--- src/design/u8d_pkg.sv ---
`timescale 1ns / 1ps
// ----------------------------------------------------------------------------
// u8d_pkg
// Shared types and constants of the UTF-8 to UTF-16 stream decoder.
// ----------------------------------------------------------------------------
package u8d_pkg;

	localparam logic [20:0] REPL_CP      = 21'h00FFFD;
	localparam logic [20:0] BMP_MAX      = 21'h00FFFF;
	localparam logic [20:0] SUPP_BASE    = 21'h010000;
	localparam logic [15:0] HI_SURR_BASE = 16'hD800;
	localparam logic [5:0]  LO_SURR_TAG  = 6'b110111;
	localparam int unsigned QUEUE_DEPTH  = 4;
	localparam int unsigned QUEUE_AW     = 2;

	// tail kinds of a queued command
	localparam logic [1:0] TAIL_NONE = 2'd0;
	localparam logic [1:0] TAIL_ONE  = 2'd1;
	localparam logic [1:0] TAIL_PAIR = 2'd2;

	typedef struct packed {
		logic [7:0] in_byte;
		logic       last_byte;
	} in_item_t;

	typedef struct packed {
		logic [20:0] code_unit;
		logic        run_last;
		logic        string_last;
	} out_item_t;

	// one accepted byte, classified: replacement count, then an optional tail
	typedef struct packed {
		logic [1:0]  repl;
		logic [1:0]  tail_n;
		logic [20:0] unit_a;
		logic [9:0]  unit_b;
		logic        last;
	} cmd_t;

endpackage

--- src/design/u8d_front.sv ---
`timescale 1ns / 1ps
// ----------------------------------------------------------------------------
// u8d_front
// Byte classifier: tracks the open sequence and turns each byte into a command.
// ----------------------------------------------------------------------------
module u8d_front (
	input  logic              clk,
	input  logic              arst_n,
	input  u8d_pkg::in_item_t in_data,
	input  logic              accept,
	input  logic              cfg_we,
	input  logic              cfg_wdata,
	output logic              cmd_valid,
	output u8d_pkg::cmd_t     cmd
);

	logic [7:0]  lead_q, lead_n;
	logic [2:0]  need_q, need_n;
	logic [1:0]  held_q, held_n;
	logic [17:0] bits_q, bits_n;
	logic        mode_q;

	logic [7:0]  b;
	logic        last;
	logic        cont;
	logic [2:0]  fresh_need;
	logic        fresh_open;
	logic [20:0] fresh_val;
	logic [20:0] cp;
	logic [20:0] d;
	logic        split;

	always_comb begin
		b    = in_data.in_byte;
		last = in_data.last_byte;
		cont = (b[7:6] == 2'b10);

		if (b[7:5] == 3'b110) begin
			fresh_need = 3'd2;
		end else if (b[7:4] == 4'hE) begin
			fresh_need = 3'd3;
		end else if (b[7:3] == 5'h1E) begin
			fresh_need = 3'd4;
		end else begin
			fresh_need = 3'd0;
		end
		fresh_open = (fresh_need != 3'd0) && !last;
		fresh_val  = b[7] ? u8d_pkg::REPL_CP : {13'd0, b};

		case (need_q)
			3'd2: cp = {10'd0, lead_q[4:0], b[5:0]};
			3'd3: cp = {5'd0, lead_q[3:0], bits_q[5:0], b[5:0]};
			default: cp = {lead_q[2:0], bits_q[11:0], b[5:0]};
		endcase
		d     = cp - u8d_pkg::SUPP_BASE;
		split = mode_q && (cp > u8d_pkg::BMP_MAX);

		lead_n = lead_q;
		need_n = need_q;
		held_n = held_q;
		bits_n = bits_q;
		cmd    = '0;
		cmd.tail_n = u8d_pkg::TAIL_NONE;

		if ((need_q != 3'd0) && cont) begin
			if (({1'b0, held_q} + 3'd2) >= need_q) begin
				lead_n = '0;
				need_n = '0;
				held_n = '0;
				bits_n = '0;
				if (split) begin
					cmd.tail_n = u8d_pkg::TAIL_PAIR;
					cmd.unit_a = {5'd0, u8d_pkg::HI_SURR_BASE | {5'd0, d[20:10]}};
				end else begin
					cmd.tail_n = u8d_pkg::TAIL_ONE;
					cmd.unit_a = cp;
				end
				cmd.unit_b = d[9:0];
			end else if (last) begin
				lead_n   = '0;
				need_n   = '0;
				held_n   = '0;
				bits_n   = '0;
				cmd.repl = held_q + 2'd2;
			end else begin
				held_n = held_q + 2'd1;
				bits_n = {bits_q[11:0], b[5:0]};
			end
		end else begin
			cmd.repl = (need_q != 3'd0) ? (held_q + 2'd1) : 2'd0;
			if (fresh_open) begin
				lead_n = b;
				need_n = fresh_need;
				held_n = '0;
				bits_n = '0;
			end else begin
				lead_n     = '0;
				need_n     = '0;
				held_n     = '0;
				bits_n     = '0;
				cmd.tail_n = u8d_pkg::TAIL_ONE;
				cmd.unit_a = fresh_val;
			end
		end

		cmd.last  = last;
		cmd_valid = accept && ((cmd.repl != 2'd0) || (cmd.tail_n != u8d_pkg::TAIL_NONE));
	end

	always_ff @(posedge clk or negedge arst_n) begin
		if (!arst_n) begin
			lead_q <= '0;
			need_q <= '0;
			held_q <= '0;
			bits_q <= '0;
			mode_q <= 1'b1;
		end else begin
			if (accept) begin
				lead_q <= lead_n;
				need_q <= need_n;
				held_q <= held_n;
				bits_q <= bits_n;
			end
			if (cfg_we) begin
				mode_q <= cfg_wdata;
			end
		end
	end

endmodule

--- src/design/u8d_fifo.sv ---
`timescale 1ns / 1ps
// ----------------------------------------------------------------------------
// u8d_fifo
// Short command queue between the classifier and the unit emitter.
// ----------------------------------------------------------------------------
module u8d_fifo (
	input  logic          clk,
	input  logic          arst_n,
	input  logic          wr_en,
	input  u8d_pkg::cmd_t wr_data,
	input  logic          rd_en,
	output u8d_pkg::cmd_t rd_data,
	output logic          full,
	output logic          empty
);

	u8d_pkg::cmd_t                  mem_q [u8d_pkg::QUEUE_DEPTH];
	logic [u8d_pkg::QUEUE_AW-1:0]   wr_ptr_q;
	logic [u8d_pkg::QUEUE_AW-1:0]   rd_ptr_q;
	logic [u8d_pkg::QUEUE_AW:0]     count_q;

	assign full    = (count_q == (u8d_pkg::QUEUE_AW+1)'(u8d_pkg::QUEUE_DEPTH));
	assign empty   = (count_q == '0);
	assign rd_data = mem_q[rd_ptr_q];

	always_ff @(posedge clk) begin
		if (wr_en) begin
			mem_q[wr_ptr_q] <= wr_data;
		end
	end

	always_ff @(posedge clk or negedge arst_n) begin
		if (!arst_n) begin
			wr_ptr_q <= '0;
			rd_ptr_q <= '0;
			count_q  <= '0;
		end else begin
			if (wr_en) begin
				wr_ptr_q <= wr_ptr_q + 1'b1;
			end
			if (rd_en) begin
				rd_ptr_q <= rd_ptr_q + 1'b1;
			end
			case ({wr_en, rd_en})
				2'b10:   count_q <= count_q + 1'b1;
				2'b01:   count_q <= count_q - 1'b1;
				default: count_q <= count_q;
			endcase
		end
	end

endmodule

--- src/design/u8d_back.sv ---
`timescale 1ns / 1ps
// ----------------------------------------------------------------------------
// u8d_back
// Unit emitter: expands each queued command into code units, one a cycle while pop is high.
// ----------------------------------------------------------------------------
module u8d_back (
	input  logic               clk,
	input  logic               arst_n,
	input  u8d_pkg::cmd_t      head,
	input  logic               head_empty,
	output logic               head_pop,
	output u8d_pkg::out_item_t out_data,
	output logic               empty,
	input  logic               pop
);

	logic                 out_valid_q;
	u8d_pkg::out_item_t   out_q;
	logic [1:0]           k_q;

	logic                 load;
	logic [2:0]           total;
	logic                 is_end;
	logic [20:0]          unit;

	always_comb begin
		load   = !head_empty && (!out_valid_q || pop);
		total  = {1'b0, head.repl} + {1'b0, head.tail_n};
		is_end = ({1'b0, k_q} == (total - 3'd1));
		if (k_q < head.repl) begin
			unit = u8d_pkg::REPL_CP;
		end else if ((head.tail_n == u8d_pkg::TAIL_PAIR) && (k_q != head.repl)) begin
			unit = {5'd0, u8d_pkg::LO_SURR_TAG, head.unit_b};
		end else begin
			unit = head.unit_a;
		end
		head_pop = load && is_end;
	end

	assign out_data = out_q;
	assign empty    = !out_valid_q;

	always_ff @(posedge clk) begin
		if (load) begin
			out_q.code_unit   <= unit;
			out_q.run_last    <= is_end;
			out_q.string_last <= is_end && head.last;
		end
	end

	always_ff @(posedge clk or negedge arst_n) begin
		if (!arst_n) begin
			out_valid_q <= 1'b0;
			k_q         <= '0;
		end else begin
			if (load) begin
				out_valid_q <= 1'b1;
				k_q         <= is_end ? 2'd0 : (k_q + 2'd1);
			end else if (pop) begin
				out_valid_q <= 1'b0;
			end
		end
	end

endmodule

--- src/design/utf8_to_utf16_stream_decoder_core.sv ---
`timescale 1ns / 1ps
// ----------------------------------------------------------------------------
// utf8_to_utf16_stream_decoder_core
// Streaming UTF-8 decoder with optional UTF-16 surrogate splitting.
// ----------------------------------------------------------------------------
// usage:
//   input side is a queue write port: a byte transaction is taken when push
//   is high and full is low; last_byte marks the final byte of a string
//   result side is a queue read port: the oldest code unit sits on out_data
//   while empty is low and leaves when pop is high
//   cfg_we with cfg_wdata sets utf16 mode (1 at reset); write it while idle
// path: a taken byte's command is written to the command queue, then loaded into the output register
// throughput: one byte per cycle while full is low and one code unit per cycle while pop is high; a byte giving
//   several units (up to four) sends them one after another on the result side,
//   the four-entry command queue absorbs the burst
// reset: the open sequence is dropped, queue and output register empty
// stall: when pop stays low the output register holds, the queue fills and
//   full rises; nothing is lost
// ----------------------------------------------------------------------------
module utf8_to_utf16_stream_decoder_core (
	input  logic               clk,
	input  logic               arst_n,
	input  logic               push,
	output logic               full,
	input  u8d_pkg::in_item_t  in_data,
	output logic               empty,
	input  logic               pop,
	output u8d_pkg::out_item_t out_data,
	input  logic               cfg_we,
	input  logic               cfg_wdata
);

	logic          accept;
	logic          cmd_valid;
	u8d_pkg::cmd_t cmd;
	u8d_pkg::cmd_t head;
	logic          head_empty;
	logic          head_pop;

	assign accept = push && !full;

	u8d_front u_front (
		.clk       (clk),
		.arst_n    (arst_n),
		.in_data   (in_data),
		.accept    (accept),
		.cfg_we    (cfg_we),
		.cfg_wdata (cfg_wdata),
		.cmd_valid (cmd_valid),
		.cmd       (cmd)
	);

	u8d_fifo u_fifo (
		.clk     (clk),
		.arst_n  (arst_n),
		.wr_en   (cmd_valid),
		.wr_data (cmd),
		.rd_en   (head_pop),
		.rd_data (head),
		.full    (full),
		.empty   (head_empty)
	);

	u8d_back u_back (
		.clk        (clk),
		.arst_n     (arst_n),
		.head       (head),
		.head_empty (head_empty),
		.head_pop   (head_pop),
		.out_data   (out_data),
		.empty      (empty),
		.pop        (pop)
	);

endmodule

--- config.mk ---
export PLATFORM = sky130hd
export DESIGN_NAME = utf8_to_utf16_stream_decoder_core
export DESIGN_NICKNAME = d
export VERILOG_FILES = /design/src/design/u8d_pkg.sv /design/src/design/u8d_front.sv /design/src/design/u8d_fifo.sv /design/src/design/u8d_back.sv /design/src/design/utf8_to_utf16_stream_decoder_core.sv
export SDC_FILE = /design/constraint.sdc
export NUM_CORES = 1
export LEC_CHECK = 0
export BUFFER_PORTS_ARGS = -buffer_cell sky130_fd_sc_hd__buf_2
export CAP_MARGIN = 15
export CORE_MARGIN = 1.5
export CORE_UTILIZATION = 55
export CTS_BUF_LIST = sky130_fd_sc_hd__clkbuf_2 sky130_fd_sc_hd__clkbuf_4 sky130_fd_sc_hd__clkbuf_8
export CTS_CLUSTER_SIZE = 20
export DETAILED_ROUTE_END_ITERATION = 8
export GPL_ROUTABILITY_DRIVEN = 0
export PLACE_DENSITY = 0.78
export SLEW_MARGIN = 20
export SYNTH_ARGS = -nofsm -noshare
export SYNTH_HDL_FRONTEND = slang
export SYNTH_SLANG_ARGS = --single-unit
--- constraint.sdc ---
create_clock -name clk -period 8.05 [get_ports clk]
set_input_delay 2.415 -clock clk [delete_from_list [all_inputs] [get_ports clk]]
set_output_delay 2.415 -clock clk [all_outputs]
set_load 0.005 [all_outputs]
==> results.cfg <==
[floorplan]
floorplan.initialDensity_pct = 56.8
die_area_um2 = 16600
placement_rows = 45
core-area_um2 = 15300
die_h_um = 129
num_io_pins = 40
die_w_um = 129

[cts]
clock_tree_from_tritoncts = yes
cts-resized-gates = 0
ctsHoldBuffers = 0
clock_slew_at_reported_path_ffs_ns = 0.09
clock_insertion_delay_worst_skew_ns = 0.46
max-clock-path-buffers = 2
post_cts_setup_bufs = 0
cts.root.buffer_cell = sky130_fd_sc_hd__clkbuf_8
htree_num_levels = 4
tritoncts.num_buffers = 17
clock_sinks = 200

[routing]
ant_nets = 0
drcViolationCount = 0
detailedRoute.firstIterationViolations = 609
first_pass_iters = 5
total_routed_wirelength_um = 16700
wl_per_cell_um = 19.5
dr_total_vias = 5061
viasPerCell = 5.91

[setup_path]
timing.critical_path.slowest_cell_delay_ns = 0.41
critical_path.slowest_cell = sky130_fd_sc_hd__a21oi_1
r2r_cells = 15
critical_path_arrival_ns = 4.80
worstPathCellList = buf_2 -> nand2b_1 -> nor2_2 -> and3_1 -> o22ai_1 -> a21oi_1 -> inv_1 -> ha_1 -> inv_1 -> fa_1 -> xor2_1 -> nor2_1 -> xor2_1
timing.critical_path.fanout_max = 10
critical_path.endpoint_type = flip-flop
timing_worst_setup_path_type = primary input to flip-flop
cp_data_required_time_ns = 8.39
cp-start-kind = primary input

[timing]
post-route-min-period_ns = 4.46
clock-skew-final_ns = 0.0160
final_min_period_over_clock_period_pct = 55.4
whs_ns = 0.525
setup_total_negative_slack_ns = 0
setup-violations-final = 0
tightest_slew_ns = 0.944
timing.final.ws_setup_ns = 3.59
hold_viol_final = 0
timing.fmax_mhz = 224
slew_viol_final = 0
rsz0062_at_grt = false
timing.slew.headroom_pct = 36.7

[synth]
synth_sequential_area_ratio_pct = 67.2
synth.lib_cells_used.distinct = 58
mappedNetlistNets = 623
number_of_flops_mapped_to_enable_cells_by_yosys = 167
synth_ff_type = sky130_fd_sc_hd__edfxtp_1
ys_seq_elements = 200
synthesis.area_um2 = 8690
async_flop_share_pct = 16.5
synth-warning-count = 0
synthCells = 592
syn_area_per_cell_um2 = 14.7

[power_and_ir_drop]
leakage_nw = 3.64
irDropWorstVdd_mv = 0.147
power_density_relative_to_cell_area_nw_per_um2 = 318

[flow_run]
max_cap_viol_count = 0

[layout]
areaGrowthSynthToFinish_pct = 8.61
diodes = 0
fillerInstances = 1149
layout.nets = 664
post_route_cells_drive_above_1_share_pct = 18.6
layoutNonFillerInstCount = 857

[global_routing]
grt_pass1_wl_um = 26500
grt_usage_pct = 21.7
grt_antenna_before_repair = 0
vias_in_the_first_global_route = 5051
grt_max_degree = 39
globalRoute.totalOverflow = 0

[place]
placed_cells_incl_taps = 825
place.port_buffers = 39
dp_slack_ns = 3.15
hpwlAfterDp_um = 10900

[run_status]
result_of_the_run = completed

[hold_path]
min_delay_path_depth = 1
hold_class = flip-flop to flip-flop
==> cells by family (layout without fill, tap and decap cells) <==
logic type / Yosys count / after routing / synth area share (%)
AO/OA/AOI/OAI: 85 / 85 / 7.20
XOR/XNOR: 11 / 11 / 1.11
adder cells (fa/ha/maj): 16 / 16 / 2.39
buffers and inverters: 53 / 107 / 2.92
flip-flops: 200 / 200 / 67.2
multiplexers: 58 / 58 / 9.86
AND/OR/NAND/NOR: 169 / 169 / 9.31
==> state kept, by name, indices dropped and copies added (netlist names) <==
register,count
u_back.k_q,2
u_front.need_q,3
u_fifo.wr_ptr_q,2
u_fifo.rd_ptr_q,2
u_front.bits_q,12
u_back.out_data,23
u_front.mode_q,1
u_back.out_valid_q,1
u_front.lead_q,5
u_fifo.count_q,3
u_fifo.mem_q,144
u_front.held_q,2
==> synth_stat cells (2+ instances only) <==
library cell,n,area (um^2)
sky130_fd_sc_hd__a21o_1,2,15.0
sky130_fd_sc_hd__a21oi_1,13,65.1
sky130_fd_sc_hd__a221o_1,9,90.1
sky130_fd_sc_hd__a221oi_1,7,61.3
sky130_fd_sc_hd__a22o_1,7,61.3
sky130_fd_sc_hd__and2_1,6,37.5
sky130_fd_sc_hd__and3_1,15,93.8
sky130_fd_sc_hd__buf_1,2,7.51
sky130_fd_sc_hd__buf_2,2,10.0
sky130_fd_sc_hd__buf_4,4,30.0
sky130_fd_sc_hd__buf_6,5,56.3
sky130_fd_sc_hd__clkbuf_1,12,45.0
sky130_fd_sc_hd__dfrtp_1,32,801
sky130_fd_sc_hd__edfxtp_1,167,5010
sky130_fd_sc_hd__ha_1,15,188
sky130_fd_sc_hd__inv_1,28,105
sky130_fd_sc_hd__mux2i_1,35,350
sky130_fd_sc_hd__mux4_2,22,495
sky130_fd_sc_hd__nand2_1,84,315
sky130_fd_sc_hd__nand2b_1,3,18.8
sky130_fd_sc_hd__nand3_1,20,100
sky130_fd_sc_hd__nor2_1,13,48.8
sky130_fd_sc_hd__nor2b_1,5,31.3
sky130_fd_sc_hd__nor3_1,8,40.0
sky130_fd_sc_hd__o21a_1,2,15.0
sky130_fd_sc_hd__o21ai_0,26,130
sky130_fd_sc_hd__o22ai_1,2,12.5
sky130_fd_sc_hd__o41ai_1,2,17.5
sky130_fd_sc_hd__or2_2,5,31.3
sky130_fd_sc_hd__or3_1,2,12.5
sky130_fd_sc_hd__xnor2_1,7,61.3
sky130_fd_sc_hd__xor2_1,4,35.0
==> layout by cell type (no fill, tap or decap), types with 7 or more instances in the layout <==
cell type / netlist / layout
sky130_fd_sc_hd__o21ai_0: 26 / 26
sky130_fd_sc_hd__ha_1: 15 / 15
sky130_fd_sc_hd__dfrtp_1: 32 / 32
sky130_fd_sc_hd__a22o_1: 7 / 7
sky130_fd_sc_hd__and3_1: 15 / 15
sky130_fd_sc_hd__inv_1: 28 / 28
sky130_fd_sc_hd__buf_4: 4 / 8
sky130_fd_sc_hd__a221o_1: 9 / 9
sky130_fd_sc_hd__nor2_1: 13 / 13
sky130_fd_sc_hd__mux4_2: 22 / 22
sky130_fd_sc_hd__buf_2: 2 / 39
sky130_fd_sc_hd__a21oi_1: 13 / 12
sky130_fd_sc_hd__nand2_1: 84 / 83
sky130_fd_sc_hd__nand3_1: 20 / 20
sky130_fd_sc_hd__nor3_1: 8 / 8
sky130_fd_sc_hd__a221oi_1: 7 / 7
sky130_fd_sc_hd__xnor2_1: 7 / 7
sky130_fd_sc_hd__edfxtp_1: 167 / 167
sky130_fd_sc_hd__mux2i_1: 35 / 35
sky130_fd_sc_hd__clkbuf_8: 0 / 18
==> cell type report <==
| type | instances | area [um^2] | share of cell area (%) |
|---|---|---|---|
| Clock inverter | 12 | 104 | 1.10 |
| Sequential cell | 200 | 5840 | 61.9 |
| Inverter | 28 | 105 | 1.11 |
| Multi-Input combinational cell | 339 | 2610 | 27.6 |
| Timing Repair Buffer | 47 | 255 | 2.70 |
| Tap cell | 211 | 264 | 2.80 |
| Clock buffer | 20 | 263 | 2.78 |
==> per-stage QoR <==
| step | cell area, um^2 | power (W) | utilization, % |
|---|---|---|---|
| after floorplan | 8690 | 0.00218 | - |
| after global placement | 9070 | 0.00239 | 59.2 |
| after detailed placement | 9070 | 0.00245 | 59.2 |
| after CTS | 9440 | 0.00303 | 61.6 |
| after global routing | 9440 | 0.00317 | 61.6 |
| final | 9440 | 0.00300 | 61.6 |
==> power breakdown <==
group	internal [W]	leakage, nW	total [W]	switching (W)
Clock	0.000258	0.177	0.000591	0.000333
Sequential	0.00140	1.99	0.00146	0.0000624
Combinational	0.000400	1.46	0.000950	0.000550
==> critical path: cells and delay by family <==
kind	cells	cell delay (ns)
buffers and inverters	3	0.30
xor gates and xnor gates	2	0.30
adders and majority gates	2	0.42
and+or+nand+nor	4	0.86
AOI/OAI and AO/OA	2	0.51
==> layer usage <==
| metal | global-route usage (%) | share of wire, % | vias to the layer above |
|---|---|---|---|
| met4 | 10.6 | 2.9 | 0 |
| met3 | 4.45 | 6.4 | 46 |
| met5 | 0 | 0 | - |
| li1 | - | - | 2308 |
| met1 | 28.0 | 42 | 2506 |
| met2 | 35.4 | 49 | 201 |
==> final timing paths <==
kind,start,end,slack [ns]
setup / recovery,in_data[7],u_fifo.count_q[2],3.59
hold / removal,u_fifo.count_q[2],u_fifo.count_q[2],0.53
setup reg to reg,u_fifo.rd_ptr_q[0],u_fifo.count_q[2],4.20
hold reg to reg,u_fifo.count_q[2],u_fifo.count_q[2],0.53
max in group asynchronous,arst_n,u_front.lead_q[0],5.50
min in group asynchronous,arst_n,u_back.k_q[1],2.04
(Power assumes the default switching activity.)
